[src/rtl/nwt_pkg.sv]
// ----------------------------------------------------------------------------
// nwt_pkg
// Types, word codes and slot decoding shared by the number-to-words block.
// ----------------------------------------------------------------------------
package nwt_pkg;

  localparam logic [5:0] W_ZERO       = 6'd0;
  localparam logic [5:0] W_ERROR      = 6'd1;
  localparam logic [5:0] W_MINUS      = 6'd2;
  localparam logic [5:0] W_POINT      = 6'd3;
  localparam logic [5:0] W_THOUSAND   = 6'd4;
  localparam logic [5:0] W_THOUSANDS  = 6'd5;
  localparam logic [5:0] W_HUNDRED    = 6'd6;
  localparam logic [5:0] W_TWOHUNDRED = 6'd7;
  localparam logic [5:0] W_HUND_FEW   = 6'd8;
  localparam logic [5:0] W_HUND_MANY  = 6'd9;
  localparam logic [5:0] W_TENS_BASE  = 6'd8;
  localparam logic [5:0] W_UNIT_BASE  = 6'd17;

  localparam logic [4:0] SLOT_MINUS  = 5'd0;
  localparam logic [4:0] SLOT_ERROR  = 5'd1;
  localparam logic [4:0] SLOT_ZERO   = 5'd2;
  localparam logic [4:0] SLOT_INT    = 5'd3;
  localparam logic [4:0] SLOT_POINT  = 5'd12;
  localparam logic [4:0] SLOT_LZ1    = 5'd13;
  localparam logic [4:0] SLOT_LZ2    = 5'd14;
  localparam logic [4:0] SLOT_FRAC   = 5'd15;
  localparam logic [4:0] SLOT_LAST   = 5'd23;

  typedef enum logic [1:0] {ST_IDLE, ST_CONV, ST_SPEAK, ST_FLUSH} state_t;

  typedef struct packed {
    logic load;
    logic shift;
    logic speak;
    logic flush;
  } nwt_cmd_t;

  typedef struct packed {
    logic conv_done;
    logic slot_end;
  } nwt_stat_t;

  typedef struct packed {
    logic       valid;
    logic [5:0] word;
  } slot_t;

  function automatic slot_t below_slot(input logic [3:0] h, input logic [3:0] t,
                                       input logic [3:0] u, input logic [1:0] j);
    slot_t s;
    s = '0;
    unique case (j)
      2'd0: begin
        if (h >= 4'd3) begin
          s.valid = 1'b1;
          s.word  = W_UNIT_BASE + {2'b00, h};
        end
      end
      2'd1: begin
        if (h != 4'd0) begin
          s.valid = 1'b1;
          if (h == 4'd1) s.word = W_HUNDRED;
          else if (h == 4'd2) s.word = W_TWOHUNDRED;
          else if (h <= 4'd4) s.word = W_HUND_FEW;
          else s.word = W_HUND_MANY;
        end
      end
      2'd2: begin
        if (t >= 4'd2) begin
          s.valid = 1'b1;
          s.word  = W_TENS_BASE + {2'b00, t};
        end
      end
      default: begin
        if (t == 4'd1) begin
          s.valid = 1'b1;
          s.word  = W_UNIT_BASE + 6'd10 + {2'b00, u};
        end else if (u != 4'd0) begin
          s.valid = 1'b1;
          s.word  = W_UNIT_BASE + {2'b00, u};
        end
      end
    endcase
    return s;
  endfunction

  function automatic slot_t mag_slot(input logic [23:0] dg, input logic [3:0] k);
    slot_t s;
    logic  exact;
    logic  [3:0] kr;
    s     = '0;
    exact = (dg[23:12] == 12'h001) && (dg[11:0] == 12'h000);
    kr    = k - 4'd5;
    if (k < 4'd4) begin
      if (!exact) s = below_slot(dg[23:20], dg[19:16], dg[15:12], k[1:0]);
    end else if (k == 4'd4) begin
      if (dg[23:12] != 12'h000) begin
        s.valid = 1'b1;
        if (!exact && dg[15:12] >= 4'd2 && dg[15:12] <= 4'd4) s.word = W_THOUSANDS;
        else s.word = W_THOUSAND;
      end
    end else if (k <= 4'd8) begin
      s = below_slot(dg[11:8], dg[7:4], dg[3:0], kr[1:0]);
    end
    return s;
  endfunction

endpackage

[src/rtl/number_to_word_tokens_top.sv]
// ----------------------------------------------------------------------------
// number_to_word_tokens_top
// Turns a signed integer or fixed-point number into Czech word codes.
//
//   Channel   Signals                     Transfer
//   command   start, busy, cmd, value,    start high while busy low
//             decimals
//   result    strobe, word, last          one cycle per word, strobe high
//
// An item passes through a load, the shift-and-add decimal conversion, a
// walk of the fixed list of word slots and a flush of the final word.
// Words appear one per strobe, last on the final one.
// Reset returns the controller to idle and drops any pending word.
// The receiver cannot stall; busy holds off new commands.
// ----------------------------------------------------------------------------
module number_to_word_tokens_top
  import nwt_pkg::*;
(
  input  logic               clk,
  input  logic               rst,
  input  logic               start,
  output logic               busy,
  input  logic               cmd,
  input  logic signed [31:0] value,
  input  logic [2:0]         decimals,
  output logic               strobe,
  output logic [5:0]         word,
  output logic               last
);

  nwt_cmd_t  ctl;
  nwt_stat_t stat;

  nwt_ctrl u_ctrl (
    .clk   (clk),
    .rst   (rst),
    .start (start),
    .stat  (stat),
    .ctl   (ctl),
    .busy  (busy)
  );

  nwt_dp u_dp (
    .clk      (clk),
    .rst      (rst),
    .ctl      (ctl),
    .stat     (stat),
    .cmd      (cmd),
    .value    (value),
    .decimals (decimals),
    .strobe   (strobe),
    .word     (word),
    .last     (last)
  );

  a_busy_after_start: assert property (@(posedge clk) disable iff (rst)
    (start && !busy) |=> busy) else $error("busy not raised after a transaction");

  a_gap_after_last: assert property (@(posedge clk) disable iff (rst)
    (strobe && last) |=> !strobe) else $error("word straight after the final word");

  a_word_range: assert property (@(posedge clk) disable iff (rst)
    strobe |-> (word <= 6'd36)) else $error("word code out of range");

  a_no_word_at_load: assert property (@(posedge clk) disable iff (rst)
    (start && !busy) |=> !strobe) else $error("word during conversion");

endmodule

[src/rtl/nwt_ctrl.sv]
// ----------------------------------------------------------------------------
// nwt_ctrl
// Sequencer: binary to decimal conversion, word slot walk and final flush.
// ----------------------------------------------------------------------------
module nwt_ctrl
  import nwt_pkg::*;
(
  input  logic      clk,
  input  logic      rst,
  input  logic      start,
  input  nwt_stat_t stat,
  output nwt_cmd_t  ctl,
  output logic      busy
);

  state_t state, state_next;

  always_ff @(posedge clk) begin
    if (rst) state <= ST_IDLE;
    else state <= state_next;
  end

  always_comb begin
    state_next = state;
    unique case (state)
      ST_IDLE:  if (start) state_next = ST_CONV;
      ST_CONV:  if (stat.conv_done) state_next = ST_SPEAK;
      ST_SPEAK: if (stat.slot_end) state_next = ST_FLUSH;
      ST_FLUSH: state_next = ST_IDLE;
      default:  state_next = ST_IDLE;
    endcase
  end

  always_comb begin
    ctl  = '0;
    busy = (state != ST_IDLE);
    unique case (state)
      ST_IDLE:  ctl.load  = start;
      ST_CONV:  ctl.shift = 1'b1;
      ST_SPEAK: ctl.speak = 1'b1;
      ST_FLUSH: ctl.flush = 1'b1;
      default:  ctl = '0;
    endcase
  end

endmodule

[src/rtl/nwt_dp.sv]
// ----------------------------------------------------------------------------
// nwt_dp
// Datapath: magnitude to BCD by shift-and-add, word slot decoding and a
// one-word look-ahead register that marks the final word.
// ----------------------------------------------------------------------------
module nwt_dp
  import nwt_pkg::*;
(
  input  logic               clk,
  input  logic               rst,
  input  nwt_cmd_t           ctl,
  output nwt_stat_t          stat,
  input  logic               cmd,
  input  logic signed [31:0] value,
  input  logic [2:0]         decimals,
  output logic               strobe,
  output logic [5:0]         word,
  output logic               last
);

  logic        cmd_r, neg;
  logic [2:0]  dec;
  logic [31:0] bin;
  logic [39:0] bcd, bcd_adj, bs;
  logic [4:0]  cnt, slot;
  logic        pvalid;
  logic [5:0]  pword;
  logic        bad, interr, intzero, frzero;
  logic [1:0]  sh, top, lz;
  logic [11:0] fr, fv;
  logic [23:0] nd;
  logic [4:0]  ki, kf;
  slot_t       cur;

  always_comb begin
    for (int i = 0; i < 10; i++) begin
      bcd_adj[4*i +: 4] = (bcd[4*i +: 4] >= 4'd5) ? bcd[4*i +: 4] + 4'd3 : bcd[4*i +: 4];
    end
  end

  always_comb begin
    bad     = cmd_r && (dec == 3'd0 || dec > 3'd3);
    sh      = cmd_r ? dec[1:0] : 2'd0;
    bs      = bcd >> {sh, 2'b00};
    nd      = bs[23:0];
    interr  = |bs[39:24];
    intzero = !interr && (nd == 24'd0);
    unique case (sh)
      2'd1:    fr = {8'd0, bcd[3:0]};
      2'd2:    fr = {4'd0, bcd[7:0]};
      2'd3:    fr = bcd[11:0];
      default: fr = 12'd0;
    endcase
    frzero = (fr == 12'd0);
    if (fr[3:0] != 4'd0) fv = fr;
    else if (fr[7:4] != 4'd0) fv = fr >> 4;
    else fv = fr >> 8;
    if (fr[11:8] != 4'd0) top = 2'd2;
    else if (fr[7:4] != 4'd0) top = 2'd1;
    else top = 2'd0;
    lz = sh - 2'd1 - top;
    ki = slot - SLOT_INT;
    kf = slot - SLOT_FRAC;
  end

  always_comb begin
    cur = '0;
    if (slot == SLOT_MINUS) begin
      cur = {neg && !bad, W_MINUS};
    end else if (slot == SLOT_ERROR) begin
      cur = {bad || interr, W_ERROR};
    end else if (slot == SLOT_ZERO) begin
      cur = {!bad && intzero, W_ZERO};
    end else if (slot < SLOT_POINT) begin
      if (!bad && !interr && !intzero) cur = mag_slot(nd, ki[3:0]);
    end else if (slot == SLOT_POINT) begin
      cur = {cmd_r && !bad, W_POINT};
    end else if (slot == SLOT_LZ1) begin
      cur = {cmd_r && !bad && (frzero || lz >= 2'd1), W_ZERO};
    end else if (slot == SLOT_LZ2) begin
      cur = {cmd_r && !bad && !frzero && lz >= 2'd2, W_ZERO};
    end else if (slot <= SLOT_LAST) begin
      if (cmd_r && !bad && !frzero) cur = mag_slot({12'd0, fv}, kf[3:0]);
    end
  end

  assign stat.conv_done = (cnt == 5'd31);
  assign stat.slot_end  = (slot == SLOT_LAST);

  always_ff @(posedge clk) begin
    if (ctl.load) begin
      cmd_r <= cmd;
      dec   <= decimals;
      neg   <= value[31];
      bin   <= value[31] ? 32'(-value) : 32'(value);
      bcd   <= '0;
      cnt   <= '0;
      slot  <= '0;
    end
    if (ctl.shift) begin
      bcd <= {bcd_adj[38:0], bin[31]};
      bin <= {bin[30:0], 1'b0};
      cnt <= cnt + 5'd1;
    end
    if (ctl.speak) begin
      slot <= slot + 5'd1;
      if (cur.valid) begin
        pword <= cur.word;
        word  <= pword;
        last  <= 1'b0;
      end
    end
    if (ctl.flush) begin
      word <= pword;
      last <= 1'b1;
    end
  end

  always_ff @(posedge clk) begin
    if (rst) begin
      pvalid <= 1'b0;
      strobe <= 1'b0;
    end else begin
      strobe <= (ctl.speak && cur.valid && pvalid) || (ctl.flush && pvalid);
      if (ctl.load || ctl.flush) pvalid <= 1'b0;
      else if (ctl.speak && cur.valid) pvalid <= 1'b1;
    end
  end

endmodule

[config.mk]
export PLATFORM = sky130hd
export DESIGN_NAME = number_to_word_tokens_top
export DESIGN_NICKNAME = d
export VERILOG_FILES = /design/src/rtl/nwt_pkg.sv /design/src/rtl/number_to_word_tokens_top.sv /design/src/rtl/nwt_ctrl.sv /design/src/rtl/nwt_dp.sv
export SDC_FILE = /design/constraint.sdc
export NUM_CORES = 1
export LEC_CHECK = 0
export BUFFER_PORTS_ARGS = -buffer_cell sky130_fd_sc_hd__buf_2
export CORE_MARGIN = 2
export CORE_UTILIZATION = 42
export CTS_BUF_LIST = sky130_fd_sc_hd__clkbuf_8
export CTS_CLUSTER_DIAMETER = 80
export DETAILED_ROUTE_END_ITERATION = 6
export GPL_TIMING_DRIVEN = 0
export SLEW_MARGIN = 10
export SYNTH_ARGS = -nofsm -noshare
export SYNTH_HDL_FRONTEND = slang
export SYNTH_HIERARCHICAL = 1
export SYNTH_SLANG_ARGS = --single-unit
export TNS_END_PERCENT = 1
[constraint.sdc]
create_clock -name clk -period 5 [get_ports clk]
set_input_delay 0.25 -clock clk [delete_from_list [all_inputs] [get_ports clk]]
set_output_delay 0.25 -clock clk [all_outputs]
set_load 0.05 [all_outputs]
== Word level (Yosys, flattened, before mapping) ==
Cells that the tools add are included.

* Register bits after elaboration: 104
* Bits of input ports: 39
* Output and inout port bits: 9
* Word-level logic and storage cells: 248

* Add/subtract/negate cells: 31
* Order comparisons: 30
* Equality and inequality tests: 34
* Shifts and indexed selects: 1
* Mux-type cells: 81
* Reduce and logical (&&, ||, !) cells: 56

{| class="wikitable"
|+ Operator list
! operator !! number
|-
| 2-to-1 mux 7 bit || 33
|-
| 2-to-1 mux 32 bit || 3
|-
| 2-to-1 mux 40 bit || 2
|-
| one-hot mux 7 bit (3 select lines) || 3
|-
| adder 5 x 4 -> 6 bit, first input constant || 9
|-
| 2-to-1 mux 6 bit || 9
|-
| greater-or-equal comparator 4 x 3 -> 1 bit, second input constant || 10
|-
| right shift 40 x 4 -> 40 bit || 1
|-
| adder 4 x 2 -> 4 bit, second input constant || 9
|-
| 2-to-1 mux 4 bit || 9
|-
| one-hot mux 12 bit (3 select lines) || 1
|-
| nonzero test 4 bit || 9
|-
| negation 32 bit || 1
|-
| greater-or-equal comparator 4 x 2 -> 1 bit, second input constant || 7
|-
| == test 4 x 1 -> 1 bit, second input constant || 6
|-
| logical NOT 12 bit || 2
|-
| logical NOT 24 bit || 1
|-
| <= comparator 4 x 3 -> 1 bit, second input constant || 4
|-
| logical AND 1 bit || 16
|-
| OR reduction 16 bit || 1
|-
| adder 4 x 4 -> 5 bit, first input constant || 3
|-
| == test 5 x 4 -> 1 bit, second input constant || 3
|-
| 2-to-1 mux 5 bit || 3
|-
| == test 2 bit, second input constant || 7
|-
| other kinds (38) || 81
|}

== Logic depth before layout (Yosys ltp) ==
* Word-level depth: 27
* Depth in mapped cells: 16
* Gate-level depth less buffers: 13

== Modules after synthesis ==
The synthesis kept the hierarchy.

{| class="wikitable"
|+ By module, submodules not included
! module !! instances !! cells an instance !! area an instance (um2) !! seq. area each (um2)
|-
| nwt_dp || 1 || 948 || 8790.9 || 3022.9
|-
| nwt_ctrl || 1 || 21 || 198.9 || 40.0
|}

== Worst setup path before layout ==
OpenSTA, ideal clock, no wires.

* Kind: register to register
* Start point: register u_dp.cmd_r
* End point: register u_dp.word[0] (enable)
* Library setup time: 287 ps
* Arrival time: 3867 ps
* Data required time: 4713 ps
* Slack: 845 ps
* Cell stages (with the launch flop): 15
* Buffers on the path: 3
* Period minus slack after synthesis: 4155 ps
* Cell sequence: edfxtp_1 > buf_6 > and2_4 > buf_6 > clkbuf_1 > mux4_2 > inv_1 > ha_1 > nand4_1 > or4_4 > or3_4 > a32oi_2 > a2111oi_2 > a211oi_2 > nand2_1

* Word-level cells in the longest chain between the ends: 24
* Elaborated cells on any way between the ends: 93
* Those cells by class: add/sub: 2; order compare: 8; eq/ne: 7; shift: 1; mux: 42; reduce/logical: 33

{| class="wikitable"
|+ RTL lines
! item !! line !! text
|-
| start: declaration || nwt_dp.sv:21 || <nowiki>logic cmd_r, neg;</nowiki>
|-
| start signal: assignment || nwt_dp.sv:92 || <nowiki>cmd_r <= cmd;</nowiki>
|-
| branches (longest 21 deep; another with greater-or-equal comparator 4 x 2 -> 1 bit) || n/a ||
|-
| 2-to-1 mux 7 bit * || nwt_dp.sv:68 || <nowiki>if (slot == SLOT_MINUS) begin</nowiki>
|-
| nonzero test 2 bit (no line) * || n/a ||
|-
| AND reduction 2 bit (no line) * || n/a ||
|-
| end signal: assignment || nwt_dp.sv:109 || <nowiki>word <= pword;</nowiki>
|-
| end signal: assignment || nwt_dp.sv:114 || <nowiki>word <= pword;</nowiki>
|-
| end: declaration || nwt_dp.sv:17 || <nowiki>output logic [5:0] word,</nowiki>
|}

Mark *: on every way between the ends.
A chain may end at the register's enable or synchronous reset.

== Worst setup path after layout ==
* Start point: register u_dp.dec[0]
* End point: register u_dp.word[0] (enable)

* Word-level cells in the longest chain between the ends: 24
* Elaborated cells on any way between the ends: 96
* Those cells by class: add/sub: 2; order compare: 9; eq/ne: 7; shift: 1; mux: 42; reduce/logical: 35

{| class="wikitable"
|+ RTL lines
! item !! line !! text
|-
| start: declaration || nwt_dp.sv:22 || <nowiki>logic [2:0] dec;</nowiki>
|-
| start signal: assignment || nwt_dp.sv:93 || <nowiki>dec <= decimals;</nowiki>
|-
| branches (longest 21 deep; another with greater-or-equal comparator 4 x 2 -> 1 bit) || n/a ||
|-
| 2-to-1 mux 7 bit * || nwt_dp.sv:68 ||
|-
| nonzero test 2 bit (no line) * || n/a ||
|-
| AND reduction 2 bit (no line) * || n/a ||
|}

Marks and branches as above.

==> run summary <==
- async set-or-reset flop fraction in the synthesized netlist: 0%
- drt first pass iters: 5
- switching share of power: 49.0%
- number of primary I/O pins: 48
- type of origin of the critical path: register
- number of max-cap violations: 0
- prevailing post-synth register cell: sky130_fd_sc_hd__edfxtp_1
- number of diodes added for antenna fixing: 0
- Largest stage delay, worst path: 0.53 ns
- cell taking the most area after synthesis: sky130_fd_sc_hd__edfxtp_1
- part of the Yosys area used for sequential elements: 34.1%
- synthesis-stage register bit count: 104
- TritonCTS sink count: 104
- Clk Latency, worst-skew pair: 0.40 ns
- global-route wire length before repair: 38700 µm
- clock tree from TritonCTS: done
- DRC marker count from the first detailed-route iteration: 551
- via count: 7608
- post-route minimum period: 4.59 ns
- flop-to-flop setup slack: 0.41 ns
- number of nets still failing antenna checks after routing: 0
- top area cells in the synthesized netlist: sky130_fd_sc_hd__edfxtp_1, sky130_fd_sc_hd__ha_1, sky130_fd_sc_hd__mux4_2
- number of antenna violations at the first check in global routing: 0
- FMAX: 218 MHz
- Synthesized Nets: 1065
- type of destination of the critical path: register
- number of synthesized flops with an enable pin: 98
- final clock period utilization by the worst path: 91.8%
- clock slew at the register clock pins of the worst setup and hold paths: 0.11 ns
- family of cells with the greatest summed delay on the critical path: simple AND/OR/NAND/NOR gates
- fin worst setup slack: 0.411 ns
- Setup Slack @ Placement: 0.105 ns
- CTS root buf: sky130_fd_sc_hd__clkbuf_8
- count of cells resized by post-cts repair: 0
- average routed wire per standard cell: 18.0 µm
- DIE HEIGHT: 150 µm
- arrival time at the worst endpoint: 4.68 ns
- worst slew margin relative to its limit: 36.6%
- Layout Nets: 1126
- Pwr Density: 638 nW/µm²
- count leader, synth: sky130_fd_sc_hd__nand2_1
- Starting Density: 42.8%
- critical-path maximum fanout: 10
- net switching power: 3.07 mW
- Sequential Power Share: 29.4%
- ordered cell list for the critical path: nand2_4 -> buf_1 -> mux4_2 -> inv_1 -> ha_1 -> nand4_1 -> or4_4 -> or3_4 -> a32oi_2 -> a2111oi_2 -> a211oi_2 -> nand2_1
- number of warnings reported in the yosys synthesis log: 6
- unrepaired setup endpoints after global routing: false
- buffer and inverter count on the worst path: 2
- number of rows created at floorplan: 53
- total negative setup slack: 0 ns
- mapped cell area: 8990 µm²
- cell internal power dissipation: 3.19 mW
- all-layer global routing usage: 21.7%
- Avg Cell Area, Syn: 9.28 µm²
- final hold vios: 0
- data required time of the worst path: 5.09 ns
- Synth top area share: 32.7%
- count of input and output buffers: 47
- number of cells produced by synthesis: 969
- DR vias/cell: 5.81
- area added between synthesis and finish: 9.21%
- Max VDD drop: 0.000247 V
- global placer's final weighted congestion: 0.893
- slowest cell on the critical path: sky130_fd_sc_hd__buf_1
- share of total power in the clock network: 9.0%
- number of different library cells in the post-synthesis netlist: 86
- number of buffers inserted during clock tree synthesis: 9
- type of the setup path with the least slack: reg -> reg
- max-slew violation total from the final report: 0
- DPL Wire Length: 17900 µm
- Hold/Removal Path Class: in -> reg
- drt total wl: 23600 µm
- commonest cells in the netlist: sky130_fd_sc_hd__nand2_1, sky130_fd_sc_hd__edfxtp_1, sky130_fd_sc_hd__o21ai_0
- number of global-route vias before repair: 7279
- largest net degree at the start of global routing: 44
- Core Region: 21000 µm²
- Leak Pwr: 3.68 nW
- H-tree Lvls: 3
- final worst clock skew: 0.0144 ns
- Logic pwr share: 61.6%
- actual slew at the worst max-slew pin: 0.942 ns
- final setup violation count: 0
- Die W: 150 µm
- run status: completed
- number of buffers between clock root and the deepest sink: 2
- fraction of final layout cells sized beyond drive strength 1: 12.5%
- Die Area: 22600 µm²
- overflow left after global routing: 0
- drc violations: 0
-- cell type report --
cell class	instances	area [µm²]
Buffer	56	272
Clock buffer	9	124
Tap cell	275	344
Multi-Input combinational cell	754	5450
Sequential cell	104	3060
Timing Repair Buffer	51	285
Inverter	54	205
Clock inverter	7	76.3
Fill cell	2013	11200
-- path summary, 6_finish.rpt --
check / from / endpoint / cells after the start
hold / removal: cmd / u_dp/cmd_r$_DFFE_PP_ / 1
setup reg to reg: u_dp/dec[0]$_DFFE_PP_ / u_dp/word[0]$_DFFE_PP_ / 12
setup / recovery: u_dp/dec[0]$_DFFE_PP_ / u_dp/word[0]$_DFFE_PP_ / 12
hold reg to reg: u_dp/pword[2]$_SDFFCE_PP0P_ / u_dp/word[2]$_DFFE_PP_ / 0
-- layout by cell type, fill, tap and decap left out, types with 25 or more instances in the layout --
| cell | n |
|---|---|
| sky130_fd_sc_hd__nand2_1 | 117 |
| sky130_fd_sc_hd__edfxtp_1 | 98 |
| sky130_fd_sc_hd__o21ai_0 | 76 |
| sky130_fd_sc_hd__ha_1 | 57 |
| sky130_fd_sc_hd__buf_2 | 54 |
| sky130_fd_sc_hd__inv_1 | 53 |
| sky130_fd_sc_hd__nor2_1 | 46 |
| sky130_fd_sc_hd__xor2_1 | 43 |
| sky130_fd_sc_hd__a21oi_1 | 41 |
| sky130_fd_sc_hd__clkbuf_1 | 38 |
| sky130_fd_sc_hd__and2_1 | 31 |
| sky130_fd_sc_hd__xnor2_1 | 26 |
| sky130_fd_sc_hd__nand2b_1 | 25 |
-- repair_timing --
action	CTS	global route
hold buffers	2	1
setup endpoints to repair	0	6
hold endpoints to repair	2	1
setup buffers	0	0
-- stage by stage --
step                hold slack, ns  cells  util, %  total power [mW]  cell area [µm²]
CTS                       0.000894   1310     46.7              6.26             9810
detailed placement           0.406   1292     45.6              5.68             9590
floorplan                    0.328    969        -              4.63             8990
global route                0.0360   1310     46.7              6.83             9820
finish                      0.0491   1310     46.7              6.26             9820
global placement             0.401   1291     45.5              5.63             9570
-- power groups by stage --
stage | clock network [mW] | logic (mW) | registers [mW]
after floorplan | 0 | 2.85 | 1.78
after detailed placement | 0 | 3.82 | 1.85
after CTS | 0.584 | 3.84 | 1.84
after global routing | 0.614 | 4.32 | 1.89
final | 0.563 | 3.86 | 1.84
after global placement | 0 | 3.77 | 1.86
-- logic make-up (layout without fill, tap and decap cells) --
family | count (synthesis) | after routing | share of synthesized area (%)
xor+xnor | 69 | 69 | 6.72
mux | 37 | 37 | 7.20
compound gates | 255 | 255 | 19.1
fa+ha+maj | 57 | 57 | 7.93
buf+inv | 111 | 177 | 5.34
simple gates | 336 | 336 | 19.7
flops | 104 | 104 | 34.1
-- registers in the layout (all words and copies together) (netlist names) --
name / count
u_dp/pword: 6
u_dp/cmd_r: 1
u_dp/bcd: 40
u_dp/word: 6
u_dp/pvalid: 1
u_ctrl/state: 2
u_dp/bin: 32
u_dp/dec: 3
u_dp/cnt: 5
u_dp/last: 1
u_dp/slot: 5
u_dp/strobe: 1
u_dp/neg: 1
-- layer usage --
metal	vias to the layer above	share of wire [%]	global-route usage [%]
met2	277	46	34.4
met3	30	5.6	2.36
li1	3684	-	-
met1	3617	47	31.4
met4	0	1.7	6.18
met5	-	0	0
No activity file was read; power rests on OpenSTA's default activity.
